**config.mk**
```make
export PLATFORM = sky130hd
export DESIGN_NAME = positional_insert_delete_list
export DESIGN_NICKNAME = d
export VERILOG_FILES = /design/src/rtl/pidl_pkg.sv /design/src/rtl/pidl_ctrl.sv /design/src/rtl/pidl_dp.sv /design/src/rtl/positional_insert_delete_list.sv
export SDC_FILE = /design/constraint.sdc
export NUM_CORES = 1
export LEC_CHECK = 0
export ABC_CLOCK_PERIOD_IN_PS = 9550
export BUFFER_PORTS_ARGS = -buffer_cell sky130_fd_sc_hd__buf_2
export CAP_MARGIN = 15
export CORE_MARGIN = 2
export CORE_UTILIZATION = 30
export DETAILED_ROUTE_END_ITERATION = 10
export PLACE_DENSITY = 0.48
export SLEW_MARGIN = 30
export SYNTH_ARGS = -nofsm -noshare
export SYNTH_HDL_FRONTEND = slang
export SYNTH_SLANG_ARGS = --single-unit
```
**constraint.sdc**
```tcl
create_clock -name i_clk -period 9.55 [get_ports i_clk]
set_input_delay 0.4775 -clock i_clk [delete_from_list [all_inputs] [get_ports i_clk]]
set_output_delay 0.4775 -clock i_clk [all_outputs]
set_load 0.02 [all_outputs]
```
**src/rtl/pidl_pkg.sv**
```systemverilog
// Shared types, codes and defaults for the positional insert/delete list.
package pidl_pkg;

    localparam int unsigned CAPACITY_DEF   = 16;
    localparam int unsigned ITEM_WIDTH_DEF = 32;

    localparam int unsigned KIND_W   = 2;
    localparam int unsigned POS_W    = 5;
    localparam int unsigned DATA_W   = 32;
    localparam int unsigned STATUS_W = 2;
    localparam int unsigned LEN_W    = 5;

    typedef enum logic [KIND_W-1:0] {
        KIND_INSERT = 2'd0,
        KIND_DELETE = 2'd1,
        KIND_PEEK   = 2'd2,
        KIND_CLEAR  = 2'd3
    } t_kind;

    typedef enum logic [STATUS_W-1:0] {
        STAT_OK    = 2'd0,
        STAT_RANGE = 2'd1,
        STAT_FULL  = 2'd2,
        STAT_EMPTY = 2'd3
    } t_status;

    typedef struct packed {
        t_kind              kind;
        logic [POS_W-1:0]   position;
        logic [DATA_W-1:0]  item_data;
    } t_in_item;

    typedef struct packed {
        logic [DATA_W-1:0]  read_data;
        t_status            status;
        logic [LEN_W-1:0]   length;
        logic               is_full;
        logic               is_empty;
    } t_out_item;

    typedef struct packed {
        logic capture;
        logic execute;
    } t_dp_cmd;

endpackage

```
**src/rtl/pidl_ctrl.sv**
```systemverilog
// Controller: accepts a transfer, schedules execution, tracks the output register.
module pidl_ctrl (
    input  logic              i_clk,
    input  logic              i_rst_n,
    input  logic              i_in_valid,
    output logic              o_in_ready,
    output logic              o_out_valid,
    input  logic              i_out_ready,
    output pidl_pkg::t_dp_cmd o_cmd
);

    typedef enum logic [1:0] {
        ST_IDLE = 2'b01,
        ST_EXEC = 2'b10
    } t_state;

    t_state r_state, n_state;
    logic   r_out_valid, n_out_valid;
    logic   can_load;

    assign can_load = !r_out_valid || i_out_ready;

    always_comb begin
        n_state       = r_state;
        o_in_ready    = 1'b0;
        o_cmd.capture = 1'b0;
        o_cmd.execute = 1'b0;
        case (r_state)
            ST_IDLE: begin
                o_in_ready = 1'b1;
                if (i_in_valid) begin
                    o_cmd.capture = 1'b1;
                    n_state       = ST_EXEC;
                end
            end
            ST_EXEC: begin
                if (can_load) begin
                    o_cmd.execute = 1'b1;
                    n_state       = ST_IDLE;
                end
            end
            default: begin
                n_state = ST_IDLE;
            end
        endcase
    end

    always_comb begin
        n_out_valid = r_out_valid;
        if (o_cmd.execute) begin
            n_out_valid = 1'b1;
        end else if (i_out_ready) begin
            n_out_valid = 1'b0;
        end
    end

    always_ff @(posedge i_clk) begin
        if (!i_rst_n) begin
            r_state     <= ST_IDLE;
            r_out_valid <= 1'b0;
        end else begin
            r_state     <= n_state;
            r_out_valid <= n_out_valid;
        end
    end

    assign o_out_valid = r_out_valid;

endmodule

```
**src/rtl/pidl_dp.sv**
```systemverilog
// Datapath: row of entry cells, count, operation decode and result register.
module pidl_dp #(
    parameter int unsigned CAPACITY   = pidl_pkg::CAPACITY_DEF,
    parameter int unsigned ITEM_WIDTH = pidl_pkg::ITEM_WIDTH_DEF
) (
    input  logic                i_clk,
    input  logic                i_rst_n,
    input  pidl_pkg::t_dp_cmd   i_cmd,
    input  pidl_pkg::t_in_item  i_in_data,
    output pidl_pkg::t_out_item o_out_data
);

    localparam int unsigned CW = $clog2(CAPACITY + 1);
    localparam int unsigned IW = $clog2(CAPACITY);
    localparam int unsigned PW = (CW > pidl_pkg::POS_W) ? CW : pidl_pkg::POS_W;

    logic [ITEM_WIDTH-1:0] r_entries [CAPACITY];
    logic [ITEM_WIDTH-1:0] n_entries [CAPACITY];
    logic [CW-1:0]         r_count, n_count;
    pidl_pkg::t_kind       r_kind;
    logic [pidl_pkg::POS_W-1:0] r_pos;
    logic [ITEM_WIDTH-1:0] r_data;
    pidl_pkg::t_out_item   r_out, n_out;

    logic [PW-1:0]         pos_ext;
    logic [PW-1:0]         cnt_ext;
    logic                  is_full_now;
    logic                  is_empty_now;
    logic                  do_ins;
    logic                  do_del;
    logic [ITEM_WIDTH-1:0] peek_word;
    logic [63:0]           peek_wide;

    assign pos_ext      = PW'(r_pos);
    assign cnt_ext      = PW'(r_count);
    assign is_full_now  = (r_count == CW'(CAPACITY));
    assign is_empty_now = (r_count == '0);
    assign peek_word    = r_entries[pos_ext[IW-1:0]];
    assign peek_wide    = 64'(peek_word);

    always_comb begin
        n_count         = r_count;
        do_ins          = 1'b0;
        do_del          = 1'b0;
        n_out.read_data = '0;
        n_out.status    = pidl_pkg::STAT_OK;
        case (r_kind)
            pidl_pkg::KIND_INSERT: begin
                if (is_full_now) begin
                    n_out.status = pidl_pkg::STAT_FULL;
                end else if (pos_ext > cnt_ext) begin
                    n_out.status = pidl_pkg::STAT_RANGE;
                end else begin
                    do_ins  = 1'b1;
                    n_count = r_count + CW'(1);
                end
            end
            pidl_pkg::KIND_DELETE: begin
                if (is_empty_now) begin
                    n_out.status = pidl_pkg::STAT_EMPTY;
                end else if (pos_ext >= cnt_ext) begin
                    n_out.status = pidl_pkg::STAT_RANGE;
                end else begin
                    do_del  = 1'b1;
                    n_count = r_count - CW'(1);
                end
            end
            pidl_pkg::KIND_PEEK: begin
                if (is_empty_now) begin
                    n_out.status = pidl_pkg::STAT_EMPTY;
                end else if (pos_ext >= cnt_ext) begin
                    n_out.status = pidl_pkg::STAT_RANGE;
                end else begin
                    n_out.read_data = peek_wide[pidl_pkg::DATA_W-1:0];
                end
            end
            pidl_pkg::KIND_CLEAR: begin
                n_count = '0;
            end
            default: begin
                n_count = r_count;
            end
        endcase
        n_out.length   = pidl_pkg::LEN_W'(n_count);
        n_out.is_full  = (n_count == CW'(CAPACITY));
        n_out.is_empty = (n_count == '0);
    end

    // each cell takes its own word, the new item, its lower neighbor's or its upper neighbor's
    always_comb begin
        for (int unsigned i = 0; i < CAPACITY; i++) begin
            n_entries[i] = r_entries[i];
            if (do_ins) begin
                if (PW'(i) == pos_ext) begin
                    n_entries[i] = r_data;
                end else if ((i > 0) && (PW'(i) > pos_ext)) begin
                    n_entries[i] = r_entries[(i > 0) ? i - 1 : 0];
                end
            end else if (do_del) begin
                if ((i + 1 < CAPACITY) && (PW'(i) >= pos_ext)) begin
                    n_entries[i] = r_entries[(i + 1 < CAPACITY) ? i + 1 : i];
                end
            end
        end
    end

    always_ff @(posedge i_clk) begin
        if (!i_rst_n) begin
            r_count <= '0;
        end else if (i_cmd.execute) begin
            r_count <= n_count;
        end
    end

    always_ff @(posedge i_clk) begin
        if (i_cmd.execute) begin
            for (int unsigned i = 0; i < CAPACITY; i++) begin
                r_entries[i] <= n_entries[i];
            end
            r_out <= n_out;
        end
    end

    always_ff @(posedge i_clk) begin
        if (i_cmd.capture) begin
            r_kind <= i_in_data.kind;
            r_pos  <= i_in_data.position;
            r_data <= 64'(i_in_data.item_data) >> 0 == 0 ? '0 :
                      ITEM_WIDTH'(64'(i_in_data.item_data));
        end
    end

    assign o_out_data = r_out;

endmodule

```
**src/rtl/positional_insert_delete_list.sv**
```systemverilog
// Top level: ordered list with insert, delete, peek and clear at a position.
// A transfer is captured on acceptance, then executed into the result register (capture, then execute).
// A new item is taken only once the last one has executed; the next item is taken while a result waits.
// The execute step stalls only while the output register still holds an untaken result.
// Reset (synchronous, active low) empties the list and drops any pending result.
module positional_insert_delete_list #(
    parameter int unsigned CAPACITY   = pidl_pkg::CAPACITY_DEF,
    parameter int unsigned ITEM_WIDTH = pidl_pkg::ITEM_WIDTH_DEF
) (
    input  logic                i_clk,
    input  logic                i_rst_n,
    input  logic                i_in_valid,
    output logic                o_in_ready,
    input  pidl_pkg::t_in_item  i_in_data,
    output logic                o_out_valid,
    input  logic                i_out_ready,
    output pidl_pkg::t_out_item o_out_data
);

    pidl_pkg::t_dp_cmd cmd;

    pidl_ctrl u_ctrl (
        .i_clk       (i_clk),
        .i_rst_n     (i_rst_n),
        .i_in_valid  (i_in_valid),
        .o_in_ready  (o_in_ready),
        .o_out_valid (o_out_valid),
        .i_out_ready (i_out_ready),
        .o_cmd       (cmd)
    );

    pidl_dp #(
        .CAPACITY   (CAPACITY),
        .ITEM_WIDTH (ITEM_WIDTH)
    ) u_dp (
        .i_clk      (i_clk),
        .i_rst_n    (i_rst_n),
        .i_cmd      (cmd),
        .i_in_data  (i_in_data),
        .o_out_data (o_out_data)
    );

endmodule

```
==> results.ini <==
[setup_path]
path_cells=buf_4 > ha_1 > and4_1 > a21oi_1 > nand3_1 > a21oi_1 > nand2_1 > nor3_2 > buf_4
critPathKind=flop to flop
cp_slowest_cell=nor3_2
worst_setup_path_end_kind=flop
critical_path_required_ns=9.82
arrival_ns=4.74
crit_fanout=51
cp-start-kind=flop
cp_slowest_stage_delay_ns=0.78

[route]
firstDrtPassIters=5
wl_um=103700
antenna_left=0
via_count=22570
drc_errors=0
routedWlPerCell_um=24.53
avgViaCountPerCell=5.338
drt_iter0_drc=2056

[timing]
max-slew-margin-rel_pct=34.01
fin_crit_ns=4.473
setup_violations=0
rsz0062_at_grt=no
fin_crit_sh_pct=46.84
maxSlewViolCount=0
skew_ns=0.02448
max_freq_mhz=223.6
fin_setup_tns_ns=0
worst-slew-pin-transition_ns=0.9899
hold_viol_final=0
layout_setup_ws_ns=5.077

[synth]
syn_inst=2742
yosys_warnings=0
synth_area_um2=33310
netlist.area_leader.share_pct=53.37
ys_ff_latch=600
synth-edff-count=592
synth_nets=2797
ys_types=63
synth_top_area_cell=edfxtp_1
ys_top_cells_by_area=edfxtp_1 53%, mux2i_1 14%, mux4_2 8.8%
seq_area_frac_synth_pct=53.85
async_reset_ff_share_pct=0
ys.flop_type=edfxtp_1
avgSynthCellArea_um2=12.15

[status]
status=finished clean

[clock_tree]
clockRootBuffer=clkbuf_16
cts.reportedPaths.clkPinSlew_ns=0.07
cts_buffer_depth=3
cts.htree.levels=3
clkLatencyLatePin_ns=0.63
cts_made_buffers=68
postCtsSetupRepairBufs=0
tritoncts=yes
clock_sinks=600

[power]
peakVddDrop_v=0.0001057
finalPower_mw=5.902
powerDensity_nw_per_um2=158.4
leakagePower_nw=14.93

[placement]
pre_cts_ws_ns=4.895
portBuffers=85
dp_hpwl_um=60680
dpl-instance-area_um2=34960
place_congestion=0.8502

[floorplan]
core_um2=110400
die_h_um=337.2
die_area_um2=113700
initial_core_util_pct=30.18
die_w_um=337.2
rows=122
io_pins=86

[global_route]
grt_max_degree=253
grt_usage_pct=18.11
antenna_found_initial=5
grt_pass1_wl_um=151900
grt-ovfl-total=0
grt_pass1_vias=22580

[final_layout]
nNetsFinal=2743
area_growth_pct=11.82
final_cell_area_um2=37250
fin_util_pct=33.75
final_layout_size_suffix_gt1_share_pct=15.67

[flow_run]
drv_cap=0

[worst_hold_path]
hold_path_class=input pin to flop

-- flip-flops by register name (all words and copies together), names as in the netlist --
| register | cells |
|---|---|
| u_dp.cnt_ext | 5 |
| u_ctrl.o_out_valid | 1 |
| u_dp.r_data | 32 |
| u_dp.pos_ext | 5 |
| u_dp.r_entries | 512 |
| u_dp.o_out_data | 41 |
| u_ctrl.r_state | 2 |
| u_dp.r_kind | 2 |
-- final cells by class --
type	instances	area [um^2]
clock buffer	92	1844
fill	10830	73120
sequential	600	17940
multi-input combinational	1860	14280
inverter	12	45.04
tap	1488	1862
antenna	2	5.005
timing repair buffer	146	1062
clock inverter	28	211.5
-- per-layer routing --
layer	vias up	track usage, %	wire [um]
li1	10190	-	-
met4	0	5.547	2967
met2	682	29.56	48610
met1	11550	24.85	46520
met5	-	0	0
met3	157	2.587	5588
-- critical path: cells and delay by family (launching register included) --
family	cells	cell delay [ns]
AND/OR/NAND/NOR	4	1.57
buffers and inverters	2	1.24
AO/OA/AOI/OAI	2	0.54
adder cells (fa/ha/maj)	1	0.41
flip-flops	1	0.32
-- placed cells by master, fill, tap and decap left out, types with 70 or more instances in the layout --
| master | instances |
|---|---|
| o21ai_1 | 108 |
| buf_2 | 85 |
| edfxtp_1 | 592 |
| clkbuf_16 | 70 |
| a21oi_1 | 252 |
| mux2i_1 | 481 |
| o21ai_0 | 123 |
| nor2_1 | 245 |
| mux4_2 | 130 |
| nand2_1 | 303 |
-- power breakdown --
part	total, mW	internal, mW	switching [mW]
Clock	2.51	1.41	1.10
Combinational	0.444	0.173	0.271
Sequential	2.95	2.90	0.0499
-- what timing repair did --
| action | CTS | global route |
|---|---|---|
| resized for setup | 0 | 0 |
| hold buffers | 10 | 0 |
| endpoints found under the hold margin | 10 | 0 |
-- Yosys cell counts, drive strengths merged (13+ instances only) --
cell type and count:
o21ai 232, mux2i 481, buf 146, nor2 253
nor2b 26, clkbuf 124, nand2 310, mux4 130
edfxtp 592, a211oi 13, a21oi 257, mux2 53
-- kinds of logic (layout without fill, tap and decap cells) --
kind of cell,Yosys count,count (layout),share of synthesized area (%)
muxes,664,664,25.04
and+or+nand+nor,635,635,7.828
DFF,600,600,53.85
AOI/OAI and AO/OA,549,549,8.812
buffers and inverters,282,278,4.023
adders and majority gates,12,12,0.4507
other,0,2,0
-- metrics by stage --
step                      hold WS, ns  std cells
after floorplan                0.4850       2742
after global placement         0.5024       4090
after detailed placement       0.5132       4092
after CTS                  0.00002376       4222
after global routing          0.01062       4226
final                         0.03383       4228
-- path summary, 6_finish.rpt --
kind | start | endpoint | slack, ns | depth (start not counted)
max | u_dp.pos_ext[3] | u_dp.r_entries[1][13] | 5.08 | 9
min | i_in_data[3] | u_dp.r_data[3] | 0.03 | 1
max reg2reg | u_dp.pos_ext[3] | u_dp.r_entries[1][13] | 5.08 | 9
min reg2reg | u_dp.cnt_ext[1] | u_dp.cnt_ext[1] | 0.53 | 2
No activity file was read; power rests on OpenSTA's default activity.
